## config.mk

```make
export PLATFORM = sky130hd
export DESIGN_NAME = nearest_upsample_2d_top
export DESIGN_NICKNAME = d
export VERILOG_FILES = /design/src/design/nu2d_pkg.sv /design/src/design/nu2d_front.sv /design/src/design/nu2d_queue.sv /design/src/design/nu2d_back.sv /design/src/design/nearest_upsample_2d_top.sv
export VERILOG_INCLUDE_DIRS = /design/src /design/src/design
export SDC_FILE = /design/constraint.sdc
export NUM_CORES = 2
export LEC_CHECK = 0
export ABC_AREA = 0
export BUFFER_PORTS_ARGS = -buffer_cell sky130_fd_sc_hd__buf_2
export CAP_MARGIN = 20
export CORE_ASPECT_RATIO = 1.2
export CORE_MARGIN = 2
export CORE_UTILIZATION = 56
export DETAILED_ROUTE_END_ITERATION = 8
export GPL_ROUTABILITY_DRIVEN = 0
export PLACE_DENSITY_LB_ADDON = 0.1
export SYNTH_ARGS = -nofsm -noshare
export SYNTH_HDL_FRONTEND = slang
export SYNTH_SLANG_ARGS = --single-unit
```

## constraint.sdc

```tcl
create_clock -name clk -period 13.14 [get_ports clk]
set_input_delay 1.314 -clock clk [delete_from_list [all_inputs] [get_ports clk]]
set_output_delay 1.314 -clock clk [all_outputs]
set_load 0.01 [all_outputs]
```

## src/design/nearest_upsample_2d_top_defines.svh

```systemverilog
// assertion macros for the upsampler rtl
// depends on nothing; included by files that carry concurrent checks
`ifndef NEAREST_UPSAMPLE_2D_TOP_DEFINES_SVH
`define NEAREST_UPSAMPLE_2D_TOP_DEFINES_SVH

// same-cycle implication, quiet while in reset
`define NU2D_ASSERT_NOW(label, clk, rst_n, ante, cons, msg) \
    label: assert property (@(posedge clk) disable iff (!rst_n) (ante) |-> (cons)) \
        else $error(msg);

// next-cycle implication, quiet while in reset
`define NU2D_ASSERT_NEXT(label, clk, rst_n, ante, cons, msg) \
    label: assert property (@(posedge clk) disable iff (!rst_n) (ante) |=> (cons)) \
        else $error(msg);

`endif

```

## src/design/nu2d_pkg.sv

```systemverilog
// shared constants, types and helpers of the nearest-neighbour upsampler
// depends on nothing; imported by every module of the block
package nu2d_pkg;

    // tensor bounds
    localparam int MAX_WIDTH    = 512;
    localparam int MAX_HEIGHT   = 512;
    localparam int MAX_CHANNELS = 1024;
    localparam int MAX_SCALE    = 8;

    // counter widths
    localparam int COL_W  = $clog2(MAX_WIDTH);
    localparam int ROW_W  = $clog2(MAX_HEIGHT);
    localparam int CHAN_W = $clog2(MAX_CHANNELS);

    // register and field widths
    localparam int SCALE_W  = 4;
    localparam int HEIGHT_W = 10;
    localparam int WIDTH_W  = 10;
    localparam int PLANE_W  = 19;
    localparam int CFG_DATA_W = 19;
    localparam int CFG_ADDR_W = 2;
    localparam int IDX_W = 34;
    localparam int VAL_W = 32;
    localparam int SUB_W = 3;
    localparam int SS_W  = 2 * SCALE_W - 1;

    // intermediate product widths
    localparam int COLS_W  = COL_W + SCALE_W;
    localparam int ROWS_W  = ROW_W + SCALE_W;
    localparam int ROWSZ_W = WIDTH_W + SCALE_W;
    localparam int RO_W    = ROWS_W + ROWSZ_W;
    localparam int CP_W    = CHAN_W + PLANE_W;

    // work queue between front and back
    localparam int Q_DEPTH = 4;
    localparam int Q_PTR_W = $clog2(Q_DEPTH);

    // register reset values
    localparam logic [SCALE_W-1:0]  SCALE_RST  = SCALE_W'(2);
    localparam logic [HEIGHT_W-1:0] HEIGHT_RST = HEIGHT_W'(1);
    localparam logic [WIDTH_W-1:0]  WIDTH_RST  = WIDTH_W'(1);
    localparam logic [PLANE_W-1:0]  PLANE_RST  = PLANE_W'(1);

    // register indexes
    typedef enum logic [CFG_ADDR_W-1:0] {
        REG_SCALE  = 2'd0,
        REG_HEIGHT = 2'd1,
        REG_WIDTH  = 2'd2,
        REG_PLANE  = 2'd3
    } cfg_reg_t;

    // configuration as seen by the datapath
    typedef struct packed {
        logic [SCALE_W-1:0]  scale;
        logic [SUB_W-1:0]    scale_m1;
        logic [SS_W-1:0]     scale_sq;
        logic [HEIGHT_W-1:0] in_height;
        logic [WIDTH_W-1:0]  in_width;
        logic [PLANE_W-1:0]  plane_size;
    } cfg_t;

    // one element's work for the back end
    typedef struct packed {
        logic [IDX_W-1:0]   row_start;
        logic [COLS_W-1:0]  col_start;
        logic [ROWSZ_W-1:0] row_size;
        logic [SUB_W-1:0]   scale_m1;
        logic [VAL_W-1:0]   value;
    } work_t;

    // scale register clamped to 1..MAX_SCALE
    function automatic logic [SCALE_W-1:0] eff_scale(input logic [SCALE_W-1:0] raw);
        logic [SCALE_W-1:0] s;
        s = raw;
        if (raw == '0)
        begin
            s = SCALE_W'(1);
        end
        else if (32'(raw) > MAX_SCALE)
        begin
            s = SCALE_W'(MAX_SCALE);
        end
        return s;
    endfunction

endpackage

```

## src/design/nu2d_front.sv

```systemverilog
// front end: takes requests, tracks position counters, computes base indices
// depends on nu2d_pkg
module nu2d_front (
    input  logic                          clk,
    input  logic                          rst_n,
    input  logic                          push,
    output logic                          full,
    input  logic [nu2d_pkg::VAL_W-1:0]    pixel_value,
    input  logic                          first_of_tensor,
    input  nu2d_pkg::cfg_t                cfg,
    input  logic                          q_full,
    output logic                          q_push,
    output nu2d_pkg::work_t               q_data
);
    import nu2d_pkg::*;

    logic advance;
    logic accept;

    logic [COL_W-1:0]  col_pos;
    logic [ROW_W-1:0]  row_pos;
    logic [CHAN_W-1:0] chan_pos;
    logic              col_wrap;
    logic              row_wrap;
    logic              chan_wrap;

    logic [COL_W-1:0]  col_count_reg,  col_count_next;
    logic [ROW_W-1:0]  row_count_reg,  row_count_next;
    logic [CHAN_W-1:0] chan_count_reg, chan_count_next;

    logic s1_valid_reg, s2_valid_reg, s3_valid_reg;

    logic [VAL_W-1:0]  s1_value_reg;
    logic [CHAN_W-1:0] s1_chan_reg;
    logic [ROW_W-1:0]  s1_row_reg;
    logic [COL_W-1:0]  s1_col_reg;

    logic [VAL_W-1:0]   s2_value_reg;
    logic [CP_W-1:0]    s2_cp_reg;
    logic [ROWS_W-1:0]  s2_rs_reg;
    logic [COLS_W-1:0]  s2_cs_reg;
    logic [ROWSZ_W-1:0] s2_rowsz_reg;

    logic [VAL_W-1:0]   s3_value_reg;
    logic [IDX_W-1:0]   s3_cb_reg;
    logic [RO_W-1:0]    s3_ro_reg;
    logic [COLS_W-1:0]  s3_cs_reg;
    logic [ROWSZ_W-1:0] s3_rowsz_reg;

    // whole pipe moves unless the last stage is blocked by the queue
    assign advance = !(s3_valid_reg && q_full);
    assign full    = !advance;
    assign accept  = push && advance;

    // position of the incoming element
    always_comb
    begin
        col_pos  = first_of_tensor ? '0 : col_count_reg;
        row_pos  = first_of_tensor ? '0 : row_count_reg;
        chan_pos = first_of_tensor ? '0 : chan_count_reg;
        col_wrap  = (32'(col_pos) + 32'd1 >= 32'(cfg.in_width)) ||
                    (32'(col_pos) + 32'd1 >= 32'(MAX_WIDTH));
        row_wrap  = (32'(row_pos) + 32'd1 >= 32'(cfg.in_height)) ||
                    (32'(row_pos) + 32'd1 >= 32'(MAX_HEIGHT));
        chan_wrap = (32'(chan_pos) + 32'd1 >= 32'(MAX_CHANNELS));
    end

    // counter advance after each element
    always_comb
    begin
        col_count_next  = col_count_reg;
        row_count_next  = row_count_reg;
        chan_count_next = chan_count_reg;
        if (accept)
        begin
            col_count_next  = col_pos;
            row_count_next  = row_pos;
            chan_count_next = chan_pos;
            if (col_wrap)
            begin
                col_count_next = '0;
                if (row_wrap)
                begin
                    row_count_next  = '0;
                    chan_count_next = chan_wrap ? '0 : chan_pos + CHAN_W'(1);
                end
                else
                begin
                    row_count_next = row_pos + ROW_W'(1);
                end
            end
            else
            begin
                col_count_next = col_pos + COL_W'(1);
            end
        end
    end

    // control state
    always_ff @(posedge clk or negedge rst_n)
    begin
        if (!rst_n)
        begin
            col_count_reg  <= '0;
            row_count_reg  <= '0;
            chan_count_reg <= '0;
            s1_valid_reg   <= 1'b0;
            s2_valid_reg   <= 1'b0;
            s3_valid_reg   <= 1'b0;
        end
        else
        begin
            col_count_reg  <= col_count_next;
            row_count_reg  <= row_count_next;
            chan_count_reg <= chan_count_next;
            if (advance)
            begin
                s1_valid_reg <= accept;
                s2_valid_reg <= s1_valid_reg;
                s3_valid_reg <= s2_valid_reg;
            end
        end
    end

    // datapath stages: capture, first products, second products
    always_ff @(posedge clk)
    begin
        if (advance)
        begin
            s1_value_reg <= pixel_value;
            s1_chan_reg  <= chan_pos;
            s1_row_reg   <= row_pos;
            s1_col_reg   <= col_pos;

            s2_value_reg <= s1_value_reg;
            s2_cp_reg    <= CP_W'(s1_chan_reg) * CP_W'(cfg.plane_size);
            s2_rs_reg    <= ROWS_W'(s1_row_reg) * ROWS_W'(cfg.scale);
            s2_cs_reg    <= COLS_W'(s1_col_reg) * COLS_W'(cfg.scale);
            s2_rowsz_reg <= ROWSZ_W'(cfg.in_width) * ROWSZ_W'(cfg.scale);

            s3_value_reg <= s2_value_reg;
            s3_cb_reg    <= IDX_W'(s2_cp_reg) * IDX_W'(cfg.scale_sq);
            s3_ro_reg    <= RO_W'(s2_rs_reg) * RO_W'(s2_rowsz_reg);
            s3_cs_reg    <= s2_cs_reg;
            s3_rowsz_reg <= s2_rowsz_reg;
        end
    end

    // hand the finished work item to the queue
    assign q_push = s3_valid_reg && !q_full;
    always_comb
    begin
        q_data.row_start = s3_cb_reg + IDX_W'(s3_ro_reg);
        q_data.col_start = s3_cs_reg;
        q_data.row_size  = s3_rowsz_reg;
        q_data.scale_m1  = cfg.scale_m1;
        q_data.value     = s3_value_reg;
    end

endmodule

```

## src/design/nu2d_queue.sv

```systemverilog
// short work queue between front and back ends
// depends on nu2d_pkg
module nu2d_queue (
    input  logic              clk,
    input  logic              rst_n,
    input  logic              wr_en,
    input  nu2d_pkg::work_t   wr_data,
    output logic              full,
    input  logic              rd_en,
    output nu2d_pkg::work_t   rd_data,
    output logic              not_empty
);
    import nu2d_pkg::*;

    work_t               entry_reg [Q_DEPTH];
    logic [Q_PTR_W-1:0]  wr_ptr_reg, wr_ptr_next;
    logic [Q_PTR_W-1:0]  rd_ptr_reg, rd_ptr_next;
    logic [Q_PTR_W:0]    count_reg,  count_next;
    logic                do_wr;
    logic                do_rd;

    assign full      = (32'(count_reg) == Q_DEPTH);
    assign not_empty = (count_reg != '0);
    assign do_wr     = wr_en && !full;
    assign do_rd     = rd_en && not_empty;
    assign rd_data   = entry_reg[rd_ptr_reg];

    // pointer and fill tracking
    always_comb
    begin
        wr_ptr_next = do_wr ? wr_ptr_reg + Q_PTR_W'(1) : wr_ptr_reg;
        rd_ptr_next = do_rd ? rd_ptr_reg + Q_PTR_W'(1) : rd_ptr_reg;
        count_next  = count_reg;
        if (do_wr && !do_rd)
        begin
            count_next = count_reg + (Q_PTR_W+1)'(1);
        end
        else if (do_rd && !do_wr)
        begin
            count_next = count_reg - (Q_PTR_W+1)'(1);
        end
    end

    always_ff @(posedge clk or negedge rst_n)
    begin
        if (!rst_n)
        begin
            wr_ptr_reg <= '0;
            rd_ptr_reg <= '0;
            count_reg  <= '0;
        end
        else
        begin
            wr_ptr_reg <= wr_ptr_next;
            rd_ptr_reg <= rd_ptr_next;
            count_reg  <= count_next;
        end
    end

    // entry storage
    always_ff @(posedge clk)
    begin
        if (do_wr)
        begin
            entry_reg[wr_ptr_reg] <= wr_data;
        end
    end

endmodule

```

## src/design/nu2d_back.sv

```systemverilog
// back end: expands each work item into scale squared write results
// depends on nu2d_pkg and nearest_upsample_2d_top_defines.svh
`include "nearest_upsample_2d_top_defines.svh"

module nu2d_back (
    input  logic                          clk,
    input  logic                          rst_n,
    input  logic                          q_valid,
    input  nu2d_pkg::work_t               q_data,
    output logic                          q_pop,
    output logic                          empty,
    input  logic                          pop,
    output logic [nu2d_pkg::IDX_W-1:0]    out_index,
    output logic [nu2d_pkg::VAL_W-1:0]    out_value,
    output logic                          run_last
);
    import nu2d_pkg::*;

    logic active_reg, active_next;
    logic out_valid_reg, out_valid_next;

    logic [IDX_W-1:0]   rb_reg,        rb_next;
    logic [COLS_W-1:0]  col_reg,       col_next;
    logic [COLS_W-1:0]  col_start_reg, col_start_next;
    logic [ROWSZ_W-1:0] row_size_reg,  row_size_next;
    logic [VAL_W-1:0]   value_reg,     value_next;
    logic [SUB_W-1:0]   sm1_reg,       sm1_next;
    logic [SUB_W-1:0]   is_reg,        is_next;
    logic [SUB_W-1:0]   js_reg,        js_next;

    logic [IDX_W-1:0] out_index_reg;
    logic [VAL_W-1:0] out_value_reg;
    logic             out_last_reg;

    logic out_free;
    logic produce;
    logic last_copy;
    logic load;

    // result register frees when empty or taken this cycle
    assign out_free  = !out_valid_reg || pop;
    assign produce   = active_reg && out_free;
    assign last_copy = (is_reg == sm1_reg) && (js_reg == sm1_reg);
    assign load      = q_valid && (!active_reg || (produce && last_copy));
    assign q_pop     = load;

    assign empty     = !out_valid_reg;
    assign out_index = out_index_reg;
    assign out_value = out_value_reg;
    assign run_last  = out_last_reg;

    // sub-row / sub-column walk
    always_comb
    begin
        active_next    = active_reg;
        rb_next        = rb_reg;
        col_next       = col_reg;
        col_start_next = col_start_reg;
        row_size_next  = row_size_reg;
        value_next     = value_reg;
        sm1_next       = sm1_reg;
        is_next        = is_reg;
        js_next        = js_reg;
        if (load)
        begin
            active_next    = 1'b1;
            rb_next        = q_data.row_start;
            col_next       = q_data.col_start;
            col_start_next = q_data.col_start;
            row_size_next  = q_data.row_size;
            value_next     = q_data.value;
            sm1_next       = q_data.scale_m1;
            is_next        = '0;
            js_next        = '0;
        end
        else if (produce)
        begin
            if (last_copy)
            begin
                active_next = 1'b0;
            end
            else if (js_reg == sm1_reg)
            begin
                js_next  = '0;
                col_next = col_start_reg;
                is_next  = is_reg + SUB_W'(1);
                rb_next  = rb_reg + IDX_W'(row_size_reg);
            end
            else
            begin
                js_next  = js_reg + SUB_W'(1);
                col_next = col_reg + COLS_W'(1);
            end
        end
    end

    // result register occupancy
    always_comb
    begin
        out_valid_next = out_valid_reg;
        if (produce)
        begin
            out_valid_next = 1'b1;
        end
        else if (pop)
        begin
            out_valid_next = 1'b0;
        end
    end

    // control state
    always_ff @(posedge clk or negedge rst_n)
    begin
        if (!rst_n)
        begin
            active_reg    <= 1'b0;
            out_valid_reg <= 1'b0;
            sm1_reg       <= '0;
            is_reg        <= '0;
            js_reg        <= '0;
        end
        else
        begin
            active_reg    <= active_next;
            out_valid_reg <= out_valid_next;
            sm1_reg       <= sm1_next;
            is_reg        <= is_next;
            js_reg        <= js_next;
        end
    end

    // payload
    always_ff @(posedge clk)
    begin
        rb_reg        <= rb_next;
        col_reg       <= col_next;
        col_start_reg <= col_start_next;
        row_size_reg  <= row_size_next;
        value_reg     <= value_next;
        if (produce)
        begin
            out_index_reg <= rb_reg + IDX_W'(col_reg);
            out_value_reg <= value_reg;
            out_last_reg  <= last_copy;
        end
    end

    // checks on the copy walk
    `NU2D_ASSERT_NOW(a_row_in_range, clk, rst_n, active_reg, is_reg <= sm1_reg, "sub-row beyond scale")
    `NU2D_ASSERT_NOW(a_col_in_range, clk, rst_n, active_reg, js_reg <= sm1_reg, "sub-column beyond scale")
    `NU2D_ASSERT_NEXT(a_col_step, clk, rst_n, produce && !load && (js_reg != sm1_reg), col_reg == $past(col_reg) + COLS_W'(1), "column index did not step by one")
    `NU2D_ASSERT_NOW(a_pop_on_free, clk, rst_n, q_pop && active_reg, produce && last_copy, "work taken while a run is unfinished")

endmodule

```

## src/design/nearest_upsample_2d_top.sv

```systemverilog
// top level of the nearest-neighbour 2-d upsampler: registers and wiring
// depends on nu2d_pkg, nu2d_front, nu2d_queue and nu2d_back
//
//   channel   handshake          payload
//   input     push / full        pixel_value, first_of_tensor
//   result    pop / empty        out_index, out_value, run_last
//   config    cfg_wr_en          cfg_addr, cfg_wdata
//
// each element yields scale*scale results at one per cycle while the result
// register is free, walked by the back end's copy counters.
// an element passes the three front stages, the queue and the back end's work
// registers before its first result is registered on the result ports.
// reset restores the register defaults and zeroes the position counters.
// the three front stages and the four-entry queue keep taking elements while
// the back end or the result side stalls; full rises once the queue is full
// and the last front stage holds an element.
module nearest_upsample_2d_top (
    input  logic                              clk,
    input  logic                              rst_n,
    input  logic                              push,
    output logic                              full,
    input  logic [nu2d_pkg::VAL_W-1:0]        pixel_value,
    input  logic                              first_of_tensor,
    output logic                              empty,
    input  logic                              pop,
    output logic [nu2d_pkg::IDX_W-1:0]        out_index,
    output logic [nu2d_pkg::VAL_W-1:0]        out_value,
    output logic                              run_last,
    input  logic                              cfg_wr_en,
    input  logic [nu2d_pkg::CFG_ADDR_W-1:0]   cfg_addr,
    input  logic [nu2d_pkg::CFG_DATA_W-1:0]   cfg_wdata
);
    import nu2d_pkg::*;

    logic [SCALE_W-1:0]  scale_reg;
    logic [HEIGHT_W-1:0] height_reg;
    logic [WIDTH_W-1:0]  width_reg;
    logic [PLANE_W-1:0]  plane_reg;

    logic [SCALE_W-1:0] scale_eff;
    cfg_t               cfg;

    logic  q_full;
    logic  q_push;
    work_t q_wr_data;
    logic  q_pop;
    work_t q_rd_data;
    logic  q_valid;

    // configuration registers
    always_ff @(posedge clk or negedge rst_n)
    begin
        if (!rst_n)
        begin
            scale_reg  <= SCALE_RST;
            height_reg <= HEIGHT_RST;
            width_reg  <= WIDTH_RST;
            plane_reg  <= PLANE_RST;
        end
        else if (cfg_wr_en)
        begin
            case (cfg_reg_t'(cfg_addr))
                REG_SCALE:  scale_reg  <= cfg_wdata[SCALE_W-1:0];
                REG_HEIGHT: height_reg <= cfg_wdata[HEIGHT_W-1:0];
                REG_WIDTH:  width_reg  <= cfg_wdata[WIDTH_W-1:0];
                REG_PLANE:  plane_reg  <= cfg_wdata[PLANE_W-1:0];
                default:    ;
            endcase
        end
    end

    // clamped scale and its derived forms
    always_comb
    begin
        scale_eff      = eff_scale(scale_reg);
        cfg.scale      = scale_eff;
        cfg.scale_m1   = SUB_W'(scale_eff - SCALE_W'(1));
        cfg.scale_sq   = SS_W'(scale_eff) * SS_W'(scale_eff);
        cfg.in_height  = height_reg;
        cfg.in_width   = width_reg;
        cfg.plane_size = plane_reg;
    end

    // element intake and base index pipeline
    nu2d_front u_front (
        .clk             (clk),
        .rst_n           (rst_n),
        .push            (push),
        .full            (full),
        .pixel_value     (pixel_value),
        .first_of_tensor (first_of_tensor),
        .cfg             (cfg),
        .q_full          (q_full),
        .q_push          (q_push),
        .q_data          (q_wr_data)
    );

    // decoupling queue
    nu2d_queue u_queue (
        .clk       (clk),
        .rst_n     (rst_n),
        .wr_en     (q_push),
        .wr_data   (q_wr_data),
        .full      (q_full),
        .rd_en     (q_pop),
        .rd_data   (q_rd_data),
        .not_empty (q_valid)
    );

    // copy expansion and result register
    nu2d_back u_back (
        .clk       (clk),
        .rst_n     (rst_n),
        .q_valid   (q_valid),
        .q_data    (q_rd_data),
        .q_pop     (q_pop),
        .empty     (empty),
        .pop       (pop),
        .out_index (out_index),
        .out_value (out_value),
        .run_last  (run_last)
    );

endmodule
```

## Word level (Yosys, flattened, before mapping)

Memory sizes are Yosys's and may differ from the RTL's.
Index checks and enable logic that the tools add are counted.

- Word-level logic and storage cells: 150
- Input bits: 59
- Memories kept: 1
- Register bits: 546
- Memory bits (writable): 384
- Output and inout port bits: 69

Memories:

| name | depth | bits a word | read ports | clocked after memory_dff | wr ports | line | source |
|---|---|---|---|---|---|---|---|
| u_queue.entry_reg | 4 | 96 | 1 | 0 | 1 | nu2d_queue.sv:15 | `work_t entry_reg [Q_DEPTH];` |

- Reductions and logical operators: 36
- Muxes and demuxes: 36
- Magnitude comparators: 6
- Equality and inequality tests: 7
- Add/subtract/negate cells: 17
- Multipliers: 7

Operators by type and width:

| cell | count |
|---|---|
| 34-bit 2-to-1 mux | 4 |
| 32-bit by 10-bit >= comparator with 1-bit output | 2 |
| 32-bit by 10-bit >= comparator with 1-bit output (second input constant) | 2 |
| 13-bit 2-to-1 mux | 4 |
| 9-bit 2-to-1 mux | 5 |
| 10-bit 2-to-1 mux | 4 |
| 34-bit by 13-bit adder with 34-bit output | 1 |
| 34-bit by 14-bit adder with 34-bit output | 1 |
| 34-bit by 27-bit adder with 34-bit output | 1 |
| 29-bit by 7-bit multiplier with 34-bit output | 1 |
| 32-bit by 11-bit >= comparator with 1-bit output (second input constant) | 1 |
| 3-bit 2-to-1 mux | 10 |
| 10-bit by 19-bit multiplier with 29-bit output | 1 |
| 13-bit by 14-bit multiplier with 27-bit output | 1 |
| 9-bit by 4-bit multiplier with 13-bit output | 2 |
| 9-bit by 1-bit adder with 10-bit output (second input constant) | 2 |
| 9-bit by 1-bit adder with 9-bit output (second input constant) | 2 |
| 10-bit by 4-bit multiplier with 14-bit output | 1 |
| 13-bit by 1-bit adder with 13-bit output (second input constant) | 1 |
| 2-bit AND reduction | 6 |
| 10-bit by 1-bit adder with 11-bit output (second input constant) | 1 |
| 1-bit logical AND | 11 |
| 10-bit by 1-bit adder with 10-bit output (second input constant) | 1 |
| 2-bit nonzero test | 5 |
| 18 further kinds | 39 |

## Depth between registers and ports, before layout

- Depth in word-level cells: 10
- Mapped depth: 29
- Gate-level depth less buffers: 26

## By module

Synthesis repeated with hierarchy kept, for this count alone.

- Cell total of the unflattened synthesis: 4674
- Area total of the unflattened synthesis: 58229.6 um^2

Modules (own cells, without submodules):

| module | cells each | instances | area each (um^2) | seq. area each (um^2) |
|---|---|---|---|---|
| nu2d_front | 3302 | 1 | 33271.9 | 9213.8 |
| nu2d_queue | 537 | 1 | 14248.7 | 11706.2 |
| nu2d_back | 712 | 1 | 8851.0 | 5470.2 |
| nearest_upsample_2d_top | 123 | 1 | 1858.0 | 1081.0 |

## Worst setup path before layout

No wires, ideal clock.

- Kind: register -> register
- Start: reg u_queue.count_reg[0]
- End: reg u_front.row_count_reg[6]
- Stages on the path, launching flop included: 7
- Required time: 13.014 ns
- Path slack: 2.935 ns
- Arrival time: 10.079 ns
- Library setup time: 0.126 ns
- Period minus slack after synthesis: 10.205 ns
- Path buffers: 0
- Cells stage by stage: dfrtp_1 nor2_1 nand3_1 nand2_1 nor3b_2 nor3b_1 a221o_1

- Cells in the longest elaborated chain, start to end: 4

Ends and longest elaborated chain:

| what | line | source |
|---|---|---|
| start: declaration | nu2d_queue.sv:18 | `logic [Q_PTR_W:0] count_reg, count_next;` |
| start signal: assignment | nu2d_queue.sv:56 | `count_reg <= count_next;` |
| 3-bit equality test | nu2d_queue.sv:22 | `assign full = (32'(count_reg) == Q_DEPTH);` |
| 1-bit logical AND | nu2d_front.sv:51 | `assign advance = !(s3_valid_reg && q_full);` |
| 1-bit zero test | nu2d_front.sv:51 |  |
| 1-bit logical AND | nu2d_front.sv:53 | `assign accept = push && advance;` |
| end signal: assignment | nu2d_front.sv:114 | `row_count_reg <= row_count_next;` |
| end: declaration | nu2d_front.sv:28 | `logic [ROW_W-1:0] row_count_reg, row_count_next;` |

Every way passes these cells.
A chain may end at the register's enable or synchronous reset.

## Final worst setup path

- Start: reg scale_reg[3]
- End: reg u_front.s3_cb_reg[31] (data pin)

- Cells in the longest elaborated chain, start to end: 5
- Elaborated cells between the ends (all ways): 6
- Those cells by class: 2 x mul; 1 x order compare; 2 x mux; 1 x reduce/logical

Ends and longest elaborated chain:

| what | line | source |
|---|---|---|
| start: declaration | nearest_upsample_2d_top.sv:35 | `logic [SCALE_W-1:0] scale_reg;` |
| start signal: assignment | nearest_upsample_2d_top.sv:63 | `REG_SCALE: scale_reg <= cfg_wdata[SCALE_W-1:0];` |
| 4-bit greater-than comparator | nu2d_pkg.sv:80 | `else if (32'(raw) > MAX_SCALE)` |
| 4-bit 2-to-1 mux | nu2d_pkg.sv:80 |  |
| 4-bit 2-to-1 mux (*) | nu2d_pkg.sv:76 | `if (raw == '0)` |
| 4-bit by 4-bit multiplier with 7-bit output (*) | nearest_upsample_2d_top.sv:78 | `cfg.scale_sq = SS_W'(scale_eff) * SS_W'(scale_eff);` |
| 29-bit by 7-bit multiplier with 34-bit output (*) | nu2d_front.sv:142 | `s3_cb_reg <= IDX_W'(s2_cp_reg) * IDX_W'(cfg.scale_sq);` |
| end signal: assignment | nu2d_front.sv:142 |  |
| end: declaration | nu2d_front.sv:45 | `logic [IDX_W-1:0] s3_cb_reg;` |

Every way passes the cells marked *; elsewhere a longest branch is shown, timed or not.

==> impl_metrics.env <==
export IMPL_status="finished, final reports clean"
export IMPL_syn_inst=4518
export IMPL_reg2reg_slack_ps=5270
export IMPL_cts_buffers=95
export IMPL_reg2reg_from="scale_reg[3]$_DFFE_PN0P_"
export IMPL_grt_use_total_pct=22.0
export IMPL_antenna_found_initial=2
export IMPL_design_core_area_um2=101000
export IMPL_synth_area_um2=56800
export IMPL_area_delta_synth_final_pct=9.33
export IMPL_via_count=32900
export IMPL_maxCapViolations=0
export IMPL_yosys_area_top_type="edfxtp_1"
export IMPL_io_pins=128
export IMPL_period_needed_ps=7870
export IMPL_cp_required_ps=13570
export IMPL_yosysWarnings=0
export IMPL_min_from="u_front.s2_cs_reg[6]$_DFFE_PN_"
export IMPL_die_area_um2=104000
export IMPL_drive_above_1_share_pct=10.2
export IMPL_timing_rr_end="u_front.s3_cb_reg[31]$_DFFE_PN_"
export IMPL_ys_ff_latch=930
export IMPL_max_freq_mhz=127
export IMPL_layout_cells_non_filler=6059
export IMPL_largest_reg_flops=384
export IMPL_clkTransAtPathRegs_ps=60
export IMPL_relSlewSlack_pct=30.2
export IMPL_setup_tns_final_ps=0
export IMPL_yosysUniqueCellTypes=79
export IMPL_ys_async_sr_fraction_pct=9.89
export IMPL_hold_buffers=0
export IMPL_grt_remaining_overflow=0
export IMPL_whs_ps=392
export IMPL_fillCellCount=7924
export IMPL_whs_path_depth=0
export IMPL_cts_setup_buffers=0
export IMPL_peakVddDrop_uv=137
export IMPL_ant_nets=0
export IMPL_synth_top_area_share_pct=44.3
export IMPL_rsz0062_at_grt="false"
export IMPL_nets=5438
export IMPL_drtPass1Iterations=7
export IMPL_cts_root_buffer="clkbuf_16"
export IMPL_worstPathMaxFanout=60
export IMPL_finalMaxSlewViolations=0
export IMPL_fin_skew_ps=41.4
export IMPL_seq_area_frac_synth_pct=48.3
export IMPL_grt_max_degree=77
export IMPL_placed_cells=5881
export IMPL_synth_edf_count=838
export IMPL_cts_tree="yes"
export IMPL_yosys_top_cells_area="edfxtp_1, fa_1, ha_1"
export IMPL_htree_num_levels=3
export IMPL_insertion_delay_ps=720
export IMPL_syn_num_nets=5343
export IMPL_fp_dieW_um=295
export IMPL_wl_um=110000
export IMPL_cp_data_arrival_time_ps=8300
export IMPL_cts_sinks=930
export IMPL_holdPathEnd="u_front.s3_cs_reg[6]$_DFFE_PN_"
export IMPL_start_kind="flip-flop"
export IMPL_path_class="flip-flop to flip-flop"
export IMPL_dieHeight_um=353
export IMPL_timing_final_crit_share_pct=59.9
export IMPL_leakagePower_nw=26.9
export IMPL_numPortBuffers=127
export IMPL_clk_path_buf_depth=3
export IMPL_hold_viol=0
export IMPL_cts_resized=0
export IMPL_holdCritPathClass="flip-flop to flip-flop"
export IMPL_grt_pass1_wl_um=181000
export IMPL_p_per_area_nw_per_um2=221
export IMPL_initial_core_util_pct=56.2
export IMPL_ys_flop_type="edfxtp_1"
export IMPL_drcViolationCount=0
export IMPL_grt_pass1_vias=34600
export IMPL_endpoint_kind="flip-flop"
export IMPL_setup_violations=0
export IMPL_wl_per_cell_um=18.1
export IMPL_p_total_mw=13.7
export IMPL_drt_iter0_drc=1735
export IMPL_dp_hpwl_um=78400
export IMPL_postSynthAreaPerCell_um2=12.6
export IMPL_routed_via_density=5.43
export IMPL_std_cell_rows=128
export IMPL_tightest_slew_ps=1050
export IMPL_r2r_cells=21
==> Yosys cell counts (7+ instances only) <==
library cell / count
edfxtp_1: 838
inv_1: 578
nand2_1: 475
fa_1: 420
and2_1: 361
ha_1: 346
nor2_1: 156
xnor2_1: 150
clkbuf_1: 140
a21oi_1: 137
o21ai_0: 109
mux4_2: 96
dfrtp_1: 88
xor2_1: 80
a21o_1: 64
nand3_1: 50
mux2_2: 44
nor2b_1: 44
nor3_1: 39
o21bai_1: 30
nand4_1: 21
nand2b_1: 20
and3_1: 19
a31oi_1: 18
o21a_1: 15
a211oi_1: 14
o31ai_1: 13
o211ai_1: 10
buf_1: 9
a22o_1: 7
nand3b_1: 7
o31a_1: 7
==> worst max-delay path: stages (launching register included) <==
cell and delay [ps]:
dfrtp_2 780, nor2_4 220, buf_4 460, clkinv_1 590, ha_1 770, and2_1 300
ha_1 270, inv_1 40, fa_1 480, inv_1 60, fa_1 520, inv_1 50
fa_1 530, inv_1 40, ha_1 310, a21oi_1 280, o21a_1 150, o21ai_0 140
o31ai_1 480, a31oi_1 260, o41ai_1 610, o311ai_0 240
==> kinds of logic (layout without fill, tap and decap cells) <==
kind of cell,Yosys count,in the layout,synth area share [%]
XOR/XNOR,230,230,3.54
AND/OR/NAND/NOR,1224,1224,10.6
multiplexers,144,144,4.75
adder cells (fa/ha/maj),766,766,22.4
AO/OA/AOI/OAI,490,490,5.54
other,1,2,0.00660
buffers and inverters,733,908,4.85
flip-flops,930,930,48.3
==> worst max-delay path by stage <==
stage	startpoint	end	slack (ps)	depth (start not counted)
after floorplan	u_queue.count_reg[0]$_DFFE_PN0P_	u_front.row_count_reg[6]$_DFFE_PN0P_	2930	6
after global placement	scale_reg[3]$_DFFE_PN0P_	u_front.s3_cb_reg[31]$_DFFE_PN_	5420	21
after global routing	scale_reg[3]$_DFFE_PN0P_	u_front.s3_cb_reg[31]$_DFFE_PN_	4750	21
after detailed placement	scale_reg[3]$_DFFE_PN0P_	u_front.s3_cb_reg[31]$_DFFE_PN_	5250	21
after CTS	scale_reg[3]$_DFFE_PN0P_	u_front.s3_cb_reg[31]$_DFFE_PN_	5290	21
final	scale_reg[3]$_DFFE_PN0P_	u_front.s3_cb_reg[31]$_DFFE_PN_	5270	21
==> metal layers <==
metal | vias to the layer above | GRT usage, % | routed length (um) | share of wire (%)
met5 | - | 0 | 0 | 0
met4 | 0 | 6.45 | 2420 | 2.2
met3 | 153 | 2.40 | 3690 | 3.4
met2 | 557 | 38.4 | 55700 | 51
met1 | 16600 | 29.2 | 47900 | 44
li1 | 15600 | - | - | -
==> layout make-up <==
cell class              instances  area, um2  area share (%)
diodes                          1       2.50         0.00403
clock buffers                 114       2510            4.04
clock inverters                63        768            1.24
inverters                     579       2180            3.50
multi-input cells            2855      26700            42.9
flip-flops and latches        930      27500            44.2
well taps                    1365       1710            2.75
repair buffers                152        826            1.33
==> where the power goes <==
part / internal, mW / switching (mW) / total (mW)
clock: 1.63 / 1.16 / 2.79
combinational: 2.21 / 3.13 / 5.35
sequential: 4.78 / 0.789 / 5.57
==> layout by cell type (no fill, tap or decap), types with 26 or more instances in the layout <==
cell	Yosys	routed
o21bai_1	30	30
nand3_1	50	49
nand2_1	475	475
ha_1	346	346
mux2_2	44	44
dfrtp_1	88	85
buf_2	5	126
and2_1	361	357
fa_1	420	420
nor2_1	156	155
xor2_1	80	80
xnor2_1	150	150
o21ai_0	109	107
nor3_1	39	39
nor2b_1	44	42
a21oi_1	137	137
a21o_1	64	64
mux4_2	96	96
buf_4	0	26
edfxtp_1	838	838
clkbuf_16	0	97
inv_1	578	576
==> through the flow <==
step | area, um2 | util [%] | worst slack (ps)
6_report | 62100 | 61.5 | 5270
2_1_floorplan | 56800 | - | 2930
4_1_cts | 62100 | 61.5 | 5290
3_5_place_dp | 58900 | 58.2 | 5250
3_3_place_gp | 58900 | 58.2 | 5420
5_1_grt | 62100 | 61.5 | 4750
Note: power is estimated with default switching activity, not from simulation.
